**src/rtl/core/pocf_pkg.sv**
```systemverilog
// shared types and constants of the posting occurrence count filter
package pocf_pkg;

	// payload and register widths
	localparam int DOC_W       = 16;
	localparam int CNT_OUT_W   = 16;
	localparam int SKIP_W      = 8;
	localparam int OVERLAP_W   = 16;
	localparam int PREFIX_W    = 11;
	localparam int COMBO_W     = 2;
	localparam int CFG_IDX_W   = 2;
	localparam int CFG_DATA_W  = 16;

	// threshold: overlap times two prefix factors
	localparam int THR_W       = OVERLAP_W + 2 * PREFIX_W;
	localparam int DIVISOR_W   = 3;

	// output queue
	localparam int OQ_DEPTH    = 3;
	localparam int OQ_PW       = $clog2(OQ_DEPTH);
	localparam int OQ_OW       = $clog2(OQ_DEPTH + 1);

	// register indexes
	localparam logic [CFG_IDX_W-1:0] CFG_SKIP    = 2'd0;
	localparam logic [CFG_IDX_W-1:0] CFG_OVERLAP = 2'd1;
	localparam logic [CFG_IDX_W-1:0] CFG_PREFIX  = 2'd2;
	localparam logic [CFG_IDX_W-1:0] CFG_COMBO   = 2'd3;

	// register reset values
	localparam logic [SKIP_W-1:0]    SKIP_RST    = 8'd1;
	localparam logic [OVERLAP_W-1:0] OVERLAP_RST = 16'd2;
	localparam logic [PREFIX_W-1:0]  PREFIX_RST  = 11'd32;
	localparam logic [COMBO_W-1:0]   COMBO_RST   = 2'd2;

	// command codes
	localparam logic CMD_ADD  = 1'b0;
	localparam logic CMD_READ = 1'b1;

	// combination sizes and their divisors
	localparam logic [COMBO_W-1:0]   COMBO_PAIR     = 2'd2;
	localparam logic [COMBO_W-1:0]   COMBO_TRIPLE   = 2'd3;
	localparam logic [DIVISOR_W-1:0] DIV_TRIPLE     = 3'd6;
	localparam logic [DIVISOR_W-1:0] DIV_PAIR       = 3'd2;
	localparam logic [DIVISOR_W-1:0] DIV_SINGLE     = 3'd1;

	typedef struct packed {
		logic [SKIP_W-1:0]    skip;
		logic [OVERLAP_W-1:0] overlap;
		logic [PREFIX_W-1:0]  prefix;
		logic [COMBO_W-1:0]   combo;
	} cfg_t;

	typedef struct packed {
		logic [DOC_W-1:0]     doc;
		logic                 cand;
		logic [CNT_OUT_W-1:0] count;
	} res_t;

endpackage

```
**src/rtl/core/pocf_oq.sv**
```systemverilog
// small output queue that decouples the result word from the receiver
module pocf_oq import pocf_pkg::*; (
	input  logic             clk,
	input  logic             arst_n,
	input  logic             push,
	input  res_t             push_data,
	output logic [OQ_OW-1:0] occ,
	output logic             out_valid,
	input  logic             out_ready,
	output res_t             out_data
);

	res_t             ent_q [OQ_DEPTH];
	logic [OQ_PW-1:0] wr_ptr_q;
	logic [OQ_PW-1:0] rd_ptr_q;
	logic [OQ_OW-1:0] occ_q;
	logic             pop;

	assign pop = out_valid && out_ready;

	// entry storage
	always_ff @(posedge clk) begin
		if (push) begin
			ent_q[wr_ptr_q] <= push_data;
		end
	end

	// pointers and fill level
	always_ff @(posedge clk or negedge arst_n) begin
		if (!arst_n) begin
			wr_ptr_q <= '0;
			rd_ptr_q <= '0;
			occ_q    <= '0;
		end else begin
			if (push) begin
				wr_ptr_q <= (wr_ptr_q == OQ_PW'(OQ_DEPTH - 1)) ? '0 : wr_ptr_q + OQ_PW'(1);
			end
			if (pop) begin
				rd_ptr_q <= (rd_ptr_q == OQ_PW'(OQ_DEPTH - 1)) ? '0 : rd_ptr_q + OQ_PW'(1);
			end
			occ_q <= occ_q + OQ_OW'(push) - OQ_OW'(pop);
		end
	end

	assign occ       = occ_q;
	assign out_valid = (occ_q != '0);
	assign out_data  = ent_q[rd_ptr_q];

endmodule

```
**config.mk**
```make
export PLATFORM = sky130hd
export DESIGN_NAME = pocf_oq
export DESIGN_NICKNAME = d
export VERILOG_FILES = /design/src/rtl/core/pocf_pkg.sv /design/src/rtl/core/pocf_oq.sv
export SDC_FILE = /design/constraint.sdc
export NUM_CORES = 1
export LEC_CHECK = 0
export ABC_AREA = 1
export BUFFER_PORTS_ARGS = -buffer_cell sky130_fd_sc_hd__buf_2
export CELL_PAD_IN_SITES_DETAIL_PLACEMENT = 1
export CELL_PAD_IN_SITES_GLOBAL_PLACEMENT = 1
export CORE_UTILIZATION = 48
export DETAILED_ROUTE_END_ITERATION = 7
export GPL_TIMING_DRIVEN = 0
export PLACE_DENSITY = 0.86
export SLEW_MARGIN = 20
export SYNTH_ARGS = -nofsm -noshare
export SYNTH_HDL_FRONTEND = slang
export SYNTH_SLANG_ARGS = --single-unit
```
**constraint.sdc**
```tcl
create_clock -name clk -period 3.5 [get_ports clk]
set_input_delay 0.525 -clock clk [delete_from_list [all_inputs] [get_ports clk]]
set_output_delay 0.525 -clock clk [all_outputs]
set_load 0.005 [all_outputs]
```
==> reports/qor.csv <==
stage,metric,value,unit
floorplanning,die_area,0.00868,mm^2
final_layout,layout.nets,412,
setup_path,cp_data_arrival_time,1570,ps
floorplanning,die_h,93.1,um
floorplanning,die_x,93.1,um
min_path,hold_depth,1,
floorplanning,core-area,0.00789,mm^2
timing,final_hold_viol_count,0,
synth,synth-seq-cells,105,
clock_network,post-cts-setup-buffer-count,0,
status,status,finished clean,
final_layout,nFillCells,807,
floorplanning,start_util,50.6,%
clock_network,clock_path_buffers,2,
setup_path,crit_path_start_kind,register,
timing,period_share,59.9,%
final_layout,most-common-layout-cells,"edfxtp_1, nand2_1, buf_2",
detailed_routing,vias,2524,
synth,ys_warn_count,0,
place,hpwl,5640,um
synth,synth_area_leader_cell,edfxtp_1,
synth,syn_inst,287,
synth,synth_nets,326,
timing,worst_pin_slew,778,ps
grt,grt_pass1_vias,2752,
clock_network,clk_latency,370,ps
place,dp_cells,463,
place,dpl_cell_area,0.00453,mm^2
detailed_routing,drt-initial-drc-count,145,
floorplanning,rows,32,
timing,rsz0062_at_grt,false,
synth,synth_area_per_cell,13.9,um^2
clock_network,path_clk_slew,100,ps
synth,synthMuxAreaShare,0,%
synth,synth_cell_types,13,
clock_network,cts_tree,done,
detailed_routing,first_pass_iters,4,
setup_path,cp-end-kind,output pin,
final_layout,num_antenna_cells,0,
setup_path,r2r_end,ent_q[1][32],
synth,synth_area_leaders,"edfxtp_1, nand3_1, nand2_1, dfrtp_1, buf_6",
place,gp_congestion,0.711,
timing,period_minus_slack,2100,ps
synth,synthAdderAreaFrac,0.628,%
detailed_routing,drc,0,
final_layout,final_common_cell,edfxtp_1,
setup_path,r2r_cells,3,
min_path,hold_path_class,in2reg,
timing,slew_headroom,48.1,%
detailed_routing,ant_nets,0,
final_layout,area_delta_synth_final,18.8,%
setup_path,r2r_slack,1900,ps
grt,grt_pass1_wl,13800,um
grt,grt_antenna_before_repair,0,
synth,yosys.area_share.simple,16.9,%
detailed_routing,wl_per_cell,17.8,um
power,power,3.84,mW
power,p_per_area,811,mW/mm^2
clock_network,cts_buffers,9,
min_path,min-delay-start,push_data[11],
place,io_buffers,72,
setup_path,worstPathRequired,2970,ps
synth,synthXorXnorAreaFrac,0,%
setup_path,critical_path_class,reg2out,
final_layout,fin_util,60.0,%
detailed_routing,wl,8530,um
flow_run,maxCapViolCount,0,
grt,grt_start_max_net_pins,34,
synth,synth_top_family_by_area,simple AND/OR/NAND/NOR gates,
clock_network,clock_sinks,105,
setup_path,cp_max_fo,10,
grt,grt_usage,22.0,%
synth,ys_seq_area_share,78.3,%
floorplanning,num_io_pins,73,
setup_path,worstReg2RegStart,wr_ptr_q[1],
clock_network,h-tree-depth,3,
timing,drv_slew,0,
grt,overflow,0,
timing,setup_viol,0,
clock_network,cts.root.buffer_cell,clkbuf_8,
final_layout,fin_area,0.00474,mm^2
final_layout,fin_cells,480,
timing,clock_skew,5.09,ps
synth,yosysTopAreaCellShare,74.6,%
power,p_leak,1.88,nW
final_layout,drive_gt1_share,28.3,%
power,ir_drop,0.358,mV
min_path,whs_endpoint,ent_q[2][11],
synth,syn-cell-area,0.00399,mm^2
timing,fmax,477,MHz
synth,synth_compound_area_share,0.251,%
detailed_routing,via_per_inst,5.26,
-- cells by family after synthesis --
kind of cell / Yosys count
AO/OA/AOI/OAI: 2
adder cells (fa/ha/maj): 2
buffers and inverters: 26
flip-flops: 105
AND/OR/NAND/NOR: 152
-- stage by stage --
step / worst slack [ps] / TNS, ps / hold slack (ps)
after floorplan: 1100 / 0 / 229
after global placement: -15.1 / -432 / 355
after detailed placement: 1710 / 0 / 358
after CTS: 1370 / 0 / 333
after global routing: 1300 / 0 / 331
final: 1400 / 0 / 347
-- worst max path at each step --
| stage | cells past startpoint | start | to |
|---|---|---|---|
| 6_report | 6 | rd_ptr_q[1] | out_data[5] |
| 5_1_grt | 6 | rd_ptr_q[1] | out_data[5] |
| 3_5_place_dp | 3 | push | ent_q[1][11] |
| 4_1_cts | 6 | rd_ptr_q[1] | out_data[5] |
| 3_3_place_gp | 3 | push | ent_q[2][11] |
| 2_1_floorplan | 2 | push | ent_q[2][0] |
-- cell type report --
cell class	instances	area [um^2]	area share, %
sequential	105	3120	65.9
multi-input combinational	156	718	15.2
timing repair buffer	75	418	8.82
clock buffer	10	128	2.69
tap	102	128	2.69
buffer	14	109	2.30
clock inverter	6	67.6	1.43
inverter	12	45.0	0.951
-- cell usage after synthesis --
library cell	count
buf_4	3
buf_2	6
nor2_8	1
ha_1	2
edfxtp_1	99
nand2_1	78
nand3_1	71
buf_6	5
nor2_1	2
inv_1	11
dfrtp_1	6
inv_2	1
o21ai_0	2
-- repair_timing --
item                      4_1_cts  5_1_grt
hold buffers                    1        0
hold endpoints to repair        6        0
resized for setup               0        0
-- worst max-delay path, stage by stage (launching register included) --
cell and delay, ps:
dfrtp_1 390, buf_6 150, inv_2 110, buf_4 200, nand3_1 100, nand3_1 130, buf_2 120
-- per-layer routing --
metal  global-route usage (%)  routed length, um
met2                     39.5               4580
met4                     8.33                 82
met1                     25.3               3530
met5                        0                  0
met3                     5.45                334
-- registers in the layout (all words and copies together) (netlist names) --
name	cells
rd_ptr_q	2
ent_q	99
occ	2
wr_ptr_q	2
-- where the power goes --
| group | internal [mW] | leakage, nW | switching, mW |
|---|---|---|---|
| Clock | 0.334 | 0.0945 | 0.409 |
| Sequential | 1.62 | 0.988 | 0.0576 |
| Combinational | 0.549 | 0.799 | 0.877 |
| Total | 2.50 | 1.88 | 1.34 |
(Power assumes the default switching activity.)
