File: src/rtl/core/pocf_pkg.sv
// shared types and constants of the posting occurrence count filter
package pocf_pkg;

	// payload and register widths
	localparam int DOC_W       = 16;
	localparam int CNT_OUT_W   = 16;
	localparam int SKIP_W      = 8;
	localparam int OVERLAP_W   = 16;
	localparam int PREFIX_W    = 11;
	localparam int COMBO_W     = 2;
	localparam int CFG_IDX_W   = 2;
	localparam int CFG_DATA_W  = 16;

	// threshold: overlap times two prefix factors
	localparam int THR_W       = OVERLAP_W + 2 * PREFIX_W;
	localparam int DIVISOR_W   = 3;

	// output queue
	localparam int OQ_DEPTH    = 3;
	localparam int OQ_PW       = $clog2(OQ_DEPTH);
	localparam int OQ_OW       = $clog2(OQ_DEPTH + 1);

	// register indexes
	localparam logic [CFG_IDX_W-1:0] CFG_SKIP    = 2'd0;
	localparam logic [CFG_IDX_W-1:0] CFG_OVERLAP = 2'd1;
	localparam logic [CFG_IDX_W-1:0] CFG_PREFIX  = 2'd2;
	localparam logic [CFG_IDX_W-1:0] CFG_COMBO   = 2'd3;

	// register reset values
	localparam logic [SKIP_W-1:0]    SKIP_RST    = 8'd1;
	localparam logic [OVERLAP_W-1:0] OVERLAP_RST = 16'd2;
	localparam logic [PREFIX_W-1:0]  PREFIX_RST  = 11'd32;
	localparam logic [COMBO_W-1:0]   COMBO_RST   = 2'd2;

	// command codes
	localparam logic CMD_ADD  = 1'b0;
	localparam logic CMD_READ = 1'b1;

	// combination sizes and their divisors
	localparam logic [COMBO_W-1:0]   COMBO_PAIR     = 2'd2;
	localparam logic [COMBO_W-1:0]   COMBO_TRIPLE   = 2'd3;
	localparam logic [DIVISOR_W-1:0] DIV_TRIPLE     = 3'd6;
	localparam logic [DIVISOR_W-1:0] DIV_PAIR       = 3'd2;
	localparam logic [DIVISOR_W-1:0] DIV_SINGLE     = 3'd1;

	typedef struct packed {
		logic [SKIP_W-1:0]    skip;
		logic [OVERLAP_W-1:0] overlap;
		logic [PREFIX_W-1:0]  prefix;
		logic [COMBO_W-1:0]   combo;
	} cfg_t;

	typedef struct packed {
		logic [DOC_W-1:0]     doc;
		logic                 cand;
		logic [CNT_OUT_W-1:0] count;
	} res_t;

endpackage

File: src/rtl/core/pocf_thresh.sv
// multi-cycle threshold unit: overlap times the prefix factors, and the divisor for 1, 2 or 3 pivots
module pocf_thresh import pocf_pkg::*; (
	input  logic                 clk,
	input  logic                 arst_n,
	input  logic                 start,
	input  cfg_t                 cfg,
	output logic                 busy,
	output logic [THR_W-1:0]     thr,
	output logic [DIVISOR_W-1:0] divisor
);

	localparam logic [1:0] ST_IDLE = 2'd0;
	localparam logic [1:0] ST_MUL1 = 2'd1;
	localparam logic [1:0] ST_MUL2 = 2'd2;
	localparam int         MF_W    = OVERLAP_W + PREFIX_W;

	logic [1:0]           state_q;
	logic [OVERLAP_W-1:0] m_q;
	logic [PREFIX_W-1:0]  f1_q;
	logic [PREFIX_W-1:0]  f2_q;
	logic [DIVISOR_W-1:0] d_q;
	logic [MF_W-1:0]      mf_q;
	logic [THR_W-1:0]     thr_q;
	logic [DIVISOR_W-1:0] div_q;

	logic [PREFIX_W-1:0]  fac_a;
	logic [PREFIX_W-1:0]  fac_b;
	logic [PREFIX_W-1:0]  f1_n;
	logic [PREFIX_W-1:0]  f2_n;
	logic [DIVISOR_W-1:0] d_n;

	// prefix factors, clamped at zero for short prefixes
	always_comb begin
		fac_a = (cfg.prefix != '0) ? cfg.prefix - PREFIX_W'(1) : '0;
		fac_b = (cfg.prefix >= PREFIX_W'(2)) ? cfg.prefix - PREFIX_W'(2) : '0;
		case (cfg.combo)
			COMBO_TRIPLE: begin
				f1_n = fac_a;
				f2_n = fac_b;
				d_n  = DIV_TRIPLE;
			end
			COMBO_PAIR: begin
				f1_n = fac_a;
				f2_n = PREFIX_W'(1);
				d_n  = DIV_PAIR;
			end
			default: begin
				f1_n = PREFIX_W'(1);
				f2_n = PREFIX_W'(1);
				d_n  = DIV_SINGLE;
			end
		endcase
	end

	// sequencer, a new start restarts the multiplies
	always_ff @(posedge clk or negedge arst_n) begin
		if (!arst_n) begin
			state_q <= ST_IDLE;
		end else if (start) begin
			state_q <= ST_MUL1;
		end else begin
			case (state_q)
				ST_MUL1: begin
					state_q <= ST_MUL2;
				end
				ST_MUL2: begin
					state_q <= ST_IDLE;
				end
				default: begin
					state_q <= ST_IDLE;
				end
			endcase
		end
	end

	// datapath: capture operands, then two multiplies
	always_ff @(posedge clk) begin
		if (start) begin
			m_q  <= cfg.overlap;
			f1_q <= f1_n;
			f2_q <= f2_n;
			d_q  <= d_n;
		end else begin
			case (state_q)
				ST_MUL1: begin
					mf_q <= MF_W'(m_q) * MF_W'(f1_q);
				end
				ST_MUL2: begin
					thr_q <= THR_W'(mf_q) * THR_W'(f2_q);
					div_q <= d_q;
				end
				default: begin
				end
			endcase
		end
	end

	assign busy    = (state_q != ST_IDLE);
	assign thr     = thr_q;
	assign divisor = div_q;

endmodule

File: config.mk
export PLATFORM = sky130hd
export DESIGN_NAME = pocf_thresh
export DESIGN_NICKNAME = d
export VERILOG_FILES = /design/src/rtl/core/pocf_pkg.sv /design/src/rtl/core/pocf_thresh.sv
export SDC_FILE = /design/constraint.sdc
export NUM_CORES = 1
export LEC_CHECK = 0
export ABC_AREA = 1
export ABC_CLOCK_PERIOD_IN_PS = 11500
export BUFFER_PORTS_ARGS = -buffer_cell sky130_fd_sc_hd__buf_2
export CAP_MARGIN = 20
export CELL_PAD_IN_SITES_DETAIL_PLACEMENT = 1
export CELL_PAD_IN_SITES_GLOBAL_PLACEMENT = 1
export CORE_ASPECT_RATIO = 0.7
export CORE_MARGIN = 3
export CORE_UTILIZATION = 40
export CTS_CLUSTER_SIZE = 16
export DETAILED_ROUTE_END_ITERATION = 6
export GPL_TIMING_DRIVEN = 0
export PLACE_DENSITY = 0.71
export SETUP_SLACK_MARGIN = 0.05
export SLEW_MARGIN = 10
export SYNTH_ARGS = -nofsm -noshare
export SYNTH_HDL_FRONTEND = slang
export SYNTH_SLANG_ARGS = --single-unit
File: constraint.sdc
create_clock -name clk -period 11.5 [get_ports clk]
set_input_delay 2.3 -clock clk [delete_from_list [all_inputs] [get_ports clk]]
set_output_delay 2.3 -clock clk [all_outputs]
set_load 0.02 [all_outputs]
==> results of run 1 <==
==> worst reg2reg max path, cell delays in order, from the launching register on <==
cell and delay (ns):
edfxtp_1 0.34, clkbuf_1 0.67, clkbuf_1 0.66, nand2_1 0.17
fa_1 0.60, fa_1 0.46, fa_1 0.54, inv_1 0.05
fa_1 0.49, inv_1 0.05, fa_1 0.49, inv_1 0.06
ha_1 0.36, nand2_1 0.13, nor2_1 0.25, nand2_1 0.08
nand2_1 0.16, nand2_1 0.07, nand2_1 0.22, nand2_1 0.18
nand3_1 0.12, nand2_1 0.06
==> final cells by class <==
type | instances | area, sq um | area share, %
plain buffers | 101 | 390 | 1.84
clock buffers | 9 | 225 | 1.06
clock inverters | 7 | 86.3 | 0.407
inverters | 624 | 2340 | 11.1
multi-input cells | 1608 | 13600 | 64.1
flip-flops and latches | 111 | 3320 | 15.7
well taps | 655 | 820 | 3.87
repair buffers | 78 | 418 | 1.97
==> cells by family after synthesis <==
family,after synthesis,synth area share [%]
compound gates,116,3.11
xor+xnor,45,2.01
fa+ha+maj,494,44.8
buf+inv,725,13.9
flops,111,16.9
simple gates,953,19.2
==> metrics by stage <==
step / instance area [sq um] / setup slack [ns] / cells
floorplan: 19600 / 5.86 / 2444
global placement: 20800 / 3.84 / 3171
detailed placement: 20900 / 5.19 / 3176
CTS: 21200 / 5.16 / 3192
global route: 21200 / 4.75 / 3193
finish: 21200 / 5.05 / 3193
==> routing by layer <==
layer / vias to the layer above / part of all wire, % / global-route usage, %
met5: - / 0 / 0
met1: 8123 / 47 / 33.7
met4: 0 / 1.0 / 3.86
met3: 44 / 7.4 / 5.96
met2: 408 / 44 / 38.2
li1: 7295 / - / -
==> synth_stat cells (all sizes together) (2+ instances only) <==
| cell | count | area, sq um |
|---|---|---|
| xor2 | 35 | 307 |
| clkbuf | 99 | 372 |
| nor2 | 106 | 420 |
| nand4 | 17 | 106 |
| o21a | 4 | 30.0 |
| o21bai | 3 | 22.5 |
| nand2 | 765 | 2890 |
| inv | 624 | 2340 |
| edfxtp | 109 | 3270 |
| o31ai | 3 | 22.5 |
| nor3 | 13 | 70.1 |
| a21o | 2 | 15.0 |
| buf | 2 | 18.8 |
| o21ai | 36 | 180 |
| a21oi | 68 | 340 |
| xnor2 | 10 | 87.6 |
| nand3 | 47 | 245 |
| ha | 145 | 1810 |
| dfrtp | 2 | 50.1 |
| fa | 349 | 6990 |
==> final timing paths <==
| check | from | end | slack (ns) | cells after the start |
|---|---|---|---|---|
| max in group asynchronous | arst_n | state_q[1] | 9.75 | 1 |
| worst min-delay path | d_q[1] | divisor[1] | 0.43 | 0 |
| worst min register to register | d_q[1] | divisor[1] | 0.43 | 0 |
| min in group asynchronous | arst_n | state_q[0] | 1.65 | 1 |
| worst max-delay path | f2_q[2] | thr[35] | 5.05 | 21 |
| worst max register to register | f2_q[2] | thr[35] | 5.05 | 21 |
==> registers in the layout, summed over array words and instances (netlist names) <==
register  flops
divisor       3
thr          38
m_q          16
f1_q         11
d_q           3
state_q       2
f2_q         11
mf_q         27
==> results.json, run 1 <==
{
  "min_period_over_period_pct": 56.1,
  "rows": 67,
  "area_delta_synth_final_pct": 7.94,
  "cap_violations": 0,
  "place_congestion": 0.899,
  "path_cells": "clkbuf_1 -> clkbuf_1 -> nand2_1 -> fa_1 -> fa_1 -> fa_1 -> inv_1 -> fa_1 -> inv_1 -> fa_1 -> inv_1 -> ha_1 -> nand2_1 -> nor2_1 -> nand2_1 -> nand2_1 -> nand2_1 -> nand2_1 -> nand2_1 -> nand3_1 -> nand2_1",
  "max_slew.worst_pin.slew_ns": 0.942,
  "first_global_vias": 18000,
  "die_area_sq_mm": 0.0518,
  "synthesis.area_sq_mm": 0.0196,
  "clock_sinks": 111,
  "hold_buffers": 0,
  "fin_hold_ws_ns": 0.435,
  "fin_util_pct": 44.0,
  "yosys_register_bits": 111,
  "grt_pass1_wl_microns": 96400,
  "core_sq_mm": 0.0482,
  "crit_path_top_delay_cell": "clkbuf_1",
  "yosysSeqAreaShare_pct": 16.9,
  "fin_nets": 3067,
  "cts_tree": "done",
  "setup_viol": 0,
  "port_buffers": 72,
  "hold_viol": 0,
  "die_x_microns": 271,
  "setup.worst_path.start_class": "flop",
  "max_freq_mhz": 155,
  "finalWirelength_microns": 57900,
  "rsz0062_at_grt": "false",
  "period_needed_ns": 6.45,
  "vias": 15900,
  "synth_fp_nets": 2978,
  "nFillCells": 5973,
  "cts_resized": 0,
  "antenna_left": 0,
  "grt_usage_pct": 24.0,
  "start_util_pct": 40.7,
  "viasPerCell": 4.97,
  "clk_pin_slew_ns": 0.09,
  "antenna_found_initial": 0,
  "critical_path_required_ns": 11.68,
  "syn_inst": 2444,
  "hp-class": "reg2reg",
  "path_common_cell": "nand2_1",
  "overflow": 0,
  "violations": "design-rule violations",
  "die_y_microns": 191,
  "worstSetupPathType": "reg2reg",
  "num_io_pins": 82,
  "drtIter0Drc": 951,
  "synth_edf_count": 109,
  "cp_slowest_stage_delay_ns": 0.67,
  "drc": 7,
  "grt_max_degree": 45,
  "synthArstFlopShare_pct": 1.80,
  "dr.pass1.iters": 7,
  "path_buf_inv": 5,
  "final_cell_mix": "nand2_1 (757), inv_1 (624), fa_1 (349)",
  "post_cts_buffers": 0,
  "ys_warn_count": 0,
  "cts_max_level": 3,
  "setup_tns_ns": 0,
  "drive_gt1_share_pct": 4.53,
  "cts_buffer_depth": 2,
  "end_kind": "flop",
  "avgSynthCellArea_sq_um": 8.03,
  "ys.flop_type": "edfxtp_1",
  "skew_ns": 0.0209,
  "critical_path.top_delay_family": "adder cells",
  "cts_made_buffers": 9,
  "arrival_ns": 6.63,
  "final_common_cell": "nand2_1",
  "worst-path-max-fanout": 10,
  "clockRootBuffer": "clkbuf_16",
  "antenna_cells": 0,
  "outcome": "finished with violations",
  "dp_hpwl_microns": 49200,
  "slew_headroom_pct": 37.2,
  "worstSkewPairLatency_ns": 0.42,
  "synth_cell_types": 32,
  "wl_per_cell_microns": 18.1,
  "drv_slew": 0
}
Power of run 1 is left out: the tool's default activity adds up to more than one toggle a clock period on the data nets, which glitch-free logic cannot reach.
==> run 2, diff against run 1 <==
ABC_CLOCK_PERIOD_IN_PS = 6500   (was 11500)
clock period = 6.5 ns   (was 11.5 ns; I/O delays follow)
==> run 2 against run 1 <==
  * The run now ends clean
  * Via count barely moved
  * Worst hold slack got worse by 0.0011 ns
  * Sequential cell count did not move
  * Clock-buffer cell count stayed put
  * Final cell count shrank 0.13%
  * Global-route usage is the same
  * Critical path depth did not move
  * Clock skew is essentially flat
  * Register-to-register slack got worse by 4.8 ns
  * Critical path type unchanged
  * Critical endpoint unchanged
  * Largest cell class unchanged
==> results.json, run 2 (synthesized netlist as in run 1, its figures left out) <==
{
  "hp-class": "reg2reg",
  "core_sq_mm": 0.0482,
  "min_to": "divisor[1]",
  "clockRootBuffer": "clkbuf_16",
  "grt_usage_pct": 24.0,
  "skew_ns": 0.0210,
  "fin_nets": 3063,
  "grt_max_degree": 45,
  "dr.pass1.iters": 5,
  "cts_max_level": 3,
  "antenna_found_initial": 0,
  "finalWirelength_microns": 57900,
  "worst-path-max-fanout": 10,
  "final_cell_mix": "nand2_1 (757), inv_1 (624), fa_1 (349)",
  "hold_start": "d_q[1]",
  "first_global_vias": 18000,
  "drive_gt1_share_pct": 4.78,
  "clk_pin_slew_ns": 0.09,
  "slew_headroom_pct": 38.5,
  "max_freq_mhz": 161,
  "multi_input_area_sq_mm": 0.0136,
  "die_area_sq_mm": 0.0518,
  "max_slew.worst_pin.slew_ns": 0.922,
  "stdcell_count": 3189,
  "clock_sinks": 111,
  "antenna_cells": 0,
  "area_delta_synth_final_pct": 7.90,
  "die_x_microns": 271,
  "end_kind": "flop",
  "period_needed_ns": 6.23,
  "setup_tns_ns": 0,
  "hold_viol": 0,
  "fin_util_pct": 43.9,
  "place_congestion": 0.899,
  "rows": 67,
  "grt_pass1_wl_microns": 96400,
  "r2r_end": "thr[35]",
  "wl_per_cell_microns": 18.2,
  "dp_hpwl_microns": 49200,
  "min_period_over_period_pct": 95.8,
  "final_common_cell": "nand2_1",
  "hold_depth": 0,
  "cts_buffer_depth": 2,
  "hold_buffers": 0,
  "num_io_pins": 82,
  "rr_worst_depth": 21,
  "worstSkewPairLatency_ns": 0.42,
  "vias": 15900,
  "largest_reg_flops": 38,
  "seq_area_sq_mm": 0.00332,
  "die_y_microns": 191,
  "cts_tree": "done",
  "drv_slew": 0,
  "drtIter0Drc": 1060,
  "cap_violations": 0,
  "dpl_worst_slack_ns": 0.188,
  "rrSetupSlack_ns": 0.27,
  "placed_cells": 3176,
  "antenna_left": 0,
  "drc": 0,
  "outcome": "complete, no violations",
  "overflow": 0,
  "arrival_ns": 6.40,
  "port_buffers": 72,
  "post_cts_buffers": 0,
  "worstSetupPathType": "reg2reg",
  "viasPerCell": 4.98,
  "rsz0062_at_grt": "false",
  "cts_made_buffers": 9,
  "rr_startpoint": "f2_q[3]",
  "critical_path_required_ns": 6.68,
  "final.setup.worst_slack_ns": 0.275,
  "setup_viol": 0,
  "setup.worst_path.start_class": "flop",
  "nFillCells": 5975,
  "start_util_pct": 40.7
}
[run 2: cell types whose count changed in the layout (fill, tap and decap cells not counted)]
cell / previous run / this run
clkbuf_1: 99 / 89
clkbuf_2: 0 / 6
[run 2: layer usage]
layer	track usage (%)	wire length [microns]	vias up
met5	0	0	-
met4	3.86	618	0
met3	5.96	4300	48
met2	38.2	25600	415
met1	33.7	27400	8131
li1	-	-	7291
[run 2: cell type report]
class / instances / area share, %
sequential: 111 / 15.7
clock inverter: 7 / 0.408
multi-input combinational: 1608 / 64.1
clock buffer: 9 / 1.06
buffer: 97 / 1.81
timing repair buffer: 78 / 1.97
inverter: 624 / 11.1
tap: 655 / 3.87
[run 2: critical path: stages (launching register included)]
cell and delay (ns):
edfxtp_1 0.34, clkbuf_1 0.69, clkbuf_2 0.49, nand2_1 0.14, fa_1 0.51, fa_1 0.51, fa_1 0.54, inv_1 0.05
fa_1 0.49, inv_1 0.05, fa_1 0.49, inv_1 0.06, ha_1 0.36, nand2_1 0.13, nor2_1 0.24, nand2_1 0.08
nand2_1 0.16, nand2_1 0.07, nand2_1 0.23, nand2_1 0.18, nand3_1 0.12, nand2_1 0.06
[run 2: through the flow]
stage / area [sq um] / hold WS (ns)
2_1_floorplan: 19600 / 0.400
3_3_place_gp: 20800 / 0.406
3_5_place_dp: 20900 / 0.418
4_1_cts: 21200 / 0.441
5_1_grt: 21200 / 0.450
6_report: 21200 / 0.434
[run 2: worst max-delay path by stage]
stage / from / end / cells past startpoint
after CTS: f2_q[3] / thr[35] / 21
after floorplan: f2_q[2] / thr[32] / 21
final: f2_q[3] / thr[35] / 21
after global placement: start / thr[34] / 2
after global routing: f2_q[3] / thr[36] / 22
after detailed placement: f2_q[3] / thr[35] / 21
[run 2: repair_timing]
| item | 4_1_cts | 5_1_grt |
|---|---|---|
| gates resized for setup | 0 | 14 |
| hold endpoints to repair | 0 | 0 |
| endpoints found under the setup margin | 0 | 20 |
Power of run 2 is left out for the same reason.
==> run 3, diff against run 2 <==
CORE_MARGIN = 2   (was 3)
CTS_BUF_LIST = sky130_fd_sc_hd__clkbuf_8   (was unset)
==> run 3 against run 2 <==
  * Register-to-register slack better by 0.02 ns
  * Final area shrank 0.51%
  * Final cell count hardly changed
  * Highest routed layer unchanged
  * Sequential cell count unchanged
==> results.json, run 3 (synthesized netlist as in run 1, its figures left out) <==
{
  "cts_max_level": 3,
  "critical_path.top_delay_family": "adder cells",
  "die_x_microns": 269,
  "final_cell_mix": "nand2_1 (757), inv_1 (624), fa_1 (349)",
  "rows": 67,
  "die_y_microns": 189,
  "critical_path_required_ns": 6.74,
  "place_area_sq_mm": 0.0209,
  "grt_max_degree": 45,
  "grt_pass1_wl_microns": 95400,
  "arrival_ns": 6.44,
  "end_kind": "flop",
  "top_layer_used": "met4",
  "setup.worst_path.start_class": "flop",
  "antenna_left": 0,
  "area_delta_synth_final_pct": 7.35,
  "wl_per_cell_microns": 18.2,
  "fin_hold_ws_ns": 0.438,
  "fin_nets": 3061,
  "path_common_cell": "nand2_1",
  "num_io_pins": 82,
  "slew_headroom_pct": 44.4,
  "core_sq_mm": 0.0481,
  "hold_buffers": 0,
  "antenna_found_initial": 1,
  "vias": 15800,
  "wl_met1_microns": 27900,
  "viasPerCell": 4.97,
  "rsz0062_at_grt": "true",
  "finalWirelength_microns": 58000,
  "grt_usage_pct": 24.5,
  "dp_hpwl_microns": 49500,
  "seq_area_sq_mm": 0.00332,
  "hp-class": "reg2reg",
  "clockRootBuffer": "clkbuf_8",
  "dr.pass1.iters": 5,
  "drtIter0Drc": 933,
  "worstSkewPairLatency_ns": 0.50,
  "drv_slew": 0,
  "path_buf_inv": 5,
  "drive_gt1_share_pct": 4.78,
  "clk_pin_slew_ns": 0.14,
  "cts_made_buffers": 9,
  "fin_area_sq_mm": 0.0211,
  "min_period_over_period_pct": 95.4,
  "largest_reg_flops": 38,
  "final_common_cell": "nand2_1",
  "place_congestion": 0.875,
  "setup_viol": 0,
  "cts_tree": "done",
  "die_area_sq_mm": 0.0509,
  "path_cells": "clkbuf_1 -> nand2_1 -> fa_1 -> inv_1 -> fa_1 -> fa_1 -> fa_1 -> inv_1 -> fa_1 -> inv_1 -> ha_1 -> nand2_1 -> inv_1 -> a21oi_1 -> nand3_1 -> nand2_1 -> nand2_1 -> nand2_1 -> nand2_1 -> nand2_1 -> nand2_1",
  "multi_input_area_sq_mm": 0.0136,
  "outcome": "complete, no violations",
  "worst-path-max-fanout": 10,
  "port_buffers": 72,
  "start_util_pct": 40.8,
  "clock_sinks": 111,
  "crit_path_top_delay_cell": "edfxtp_1",
  "skew_ns": 0.0313,
  "overflow": 0,
  "first_global_vias": 17400,
  "cp_slowest_stage_delay_ns": 0.83,
  "cap_violations": 0,
  "worstSetupPathType": "reg2reg",
  "max_freq_mhz": 161,
  "met2_length_microns": 25900,
  "max_slew.worst_pin.slew_ns": 0.833,
  "cts_buffer_depth": 2,
  "hold_viol": 0,
  "period_needed_ns": 6.20,
  "drc": 0,
  "rrSetupSlack_ns": 0.30,
  "route.met3.wl_microns": 3680,
  "nFillCells": 6004
}
## run 3: changes by cell type in the layout (fill, tap and decap cells not counted), sizes merged
cell,delta
clkbuf,-2
diode,+1
## run 3: stage by stage
| stage | util (%) | setup TNS, ns | cells | worst slack [ns] |
|---|---|---|---|---|
| after global placement | 43.2 | -3.51 | 3171 | -0.0951 |
| after CTS | 43.8 | 0 | 3192 | 0.0803 |
| after global routing | 43.8 | 0 | 3188 | 0.0355 |
| after detailed placement | 43.3 | 0 | 3176 | 0.155 |
| final | 43.8 | 0 | 3188 | 0.298 |
| after floorplan | - | 0 | 2444 | 1.58 |
## run 3: timing repair
action                     in CTS  in global routing
buffers inserted                0                  0
hold endpoints to repair        0                  0
resized for setup               0                 15
setup endpoints to repair       0                 23
## run 3: path summary, 6_finish.rpt
kind / start / endpoint / cells after the start
min in group asynchronous: arst_n / state_q[1] / 1
hold / removal: d_q[2] / divisor[2] / 0
setup / recovery: f2_q[5] / thr[37] / 21
max in group asynchronous: arst_n / state_q[0] / 1
hold reg to reg: d_q[2] / divisor[2] / 0
setup reg to reg: f2_q[5] / thr[37] / 21
## run 3: final cells by class
type                            instances  area share [%]
Clock inverter                          7           0.398
Timing Repair Buffer                   78            1.98
Antenna cell                            1          0.0119
Inverter                              624            11.1
Buffer                                 95            1.78
Sequential cell                       111            15.8
Multi-Input combinational cell       1608            64.5
Clock buffer                            9           0.588
Tap cell                              655            3.89
## run 3: layer usage
metal / vias up / GRT usage (%)
met4: 0 / 3.59
met1: 8120 / 36.0
met3: 38 / 4.53
met2: 379 / 38.4
li1: 7293 / -
met5: - / 0
Power of run 3 is left out for the same reason.
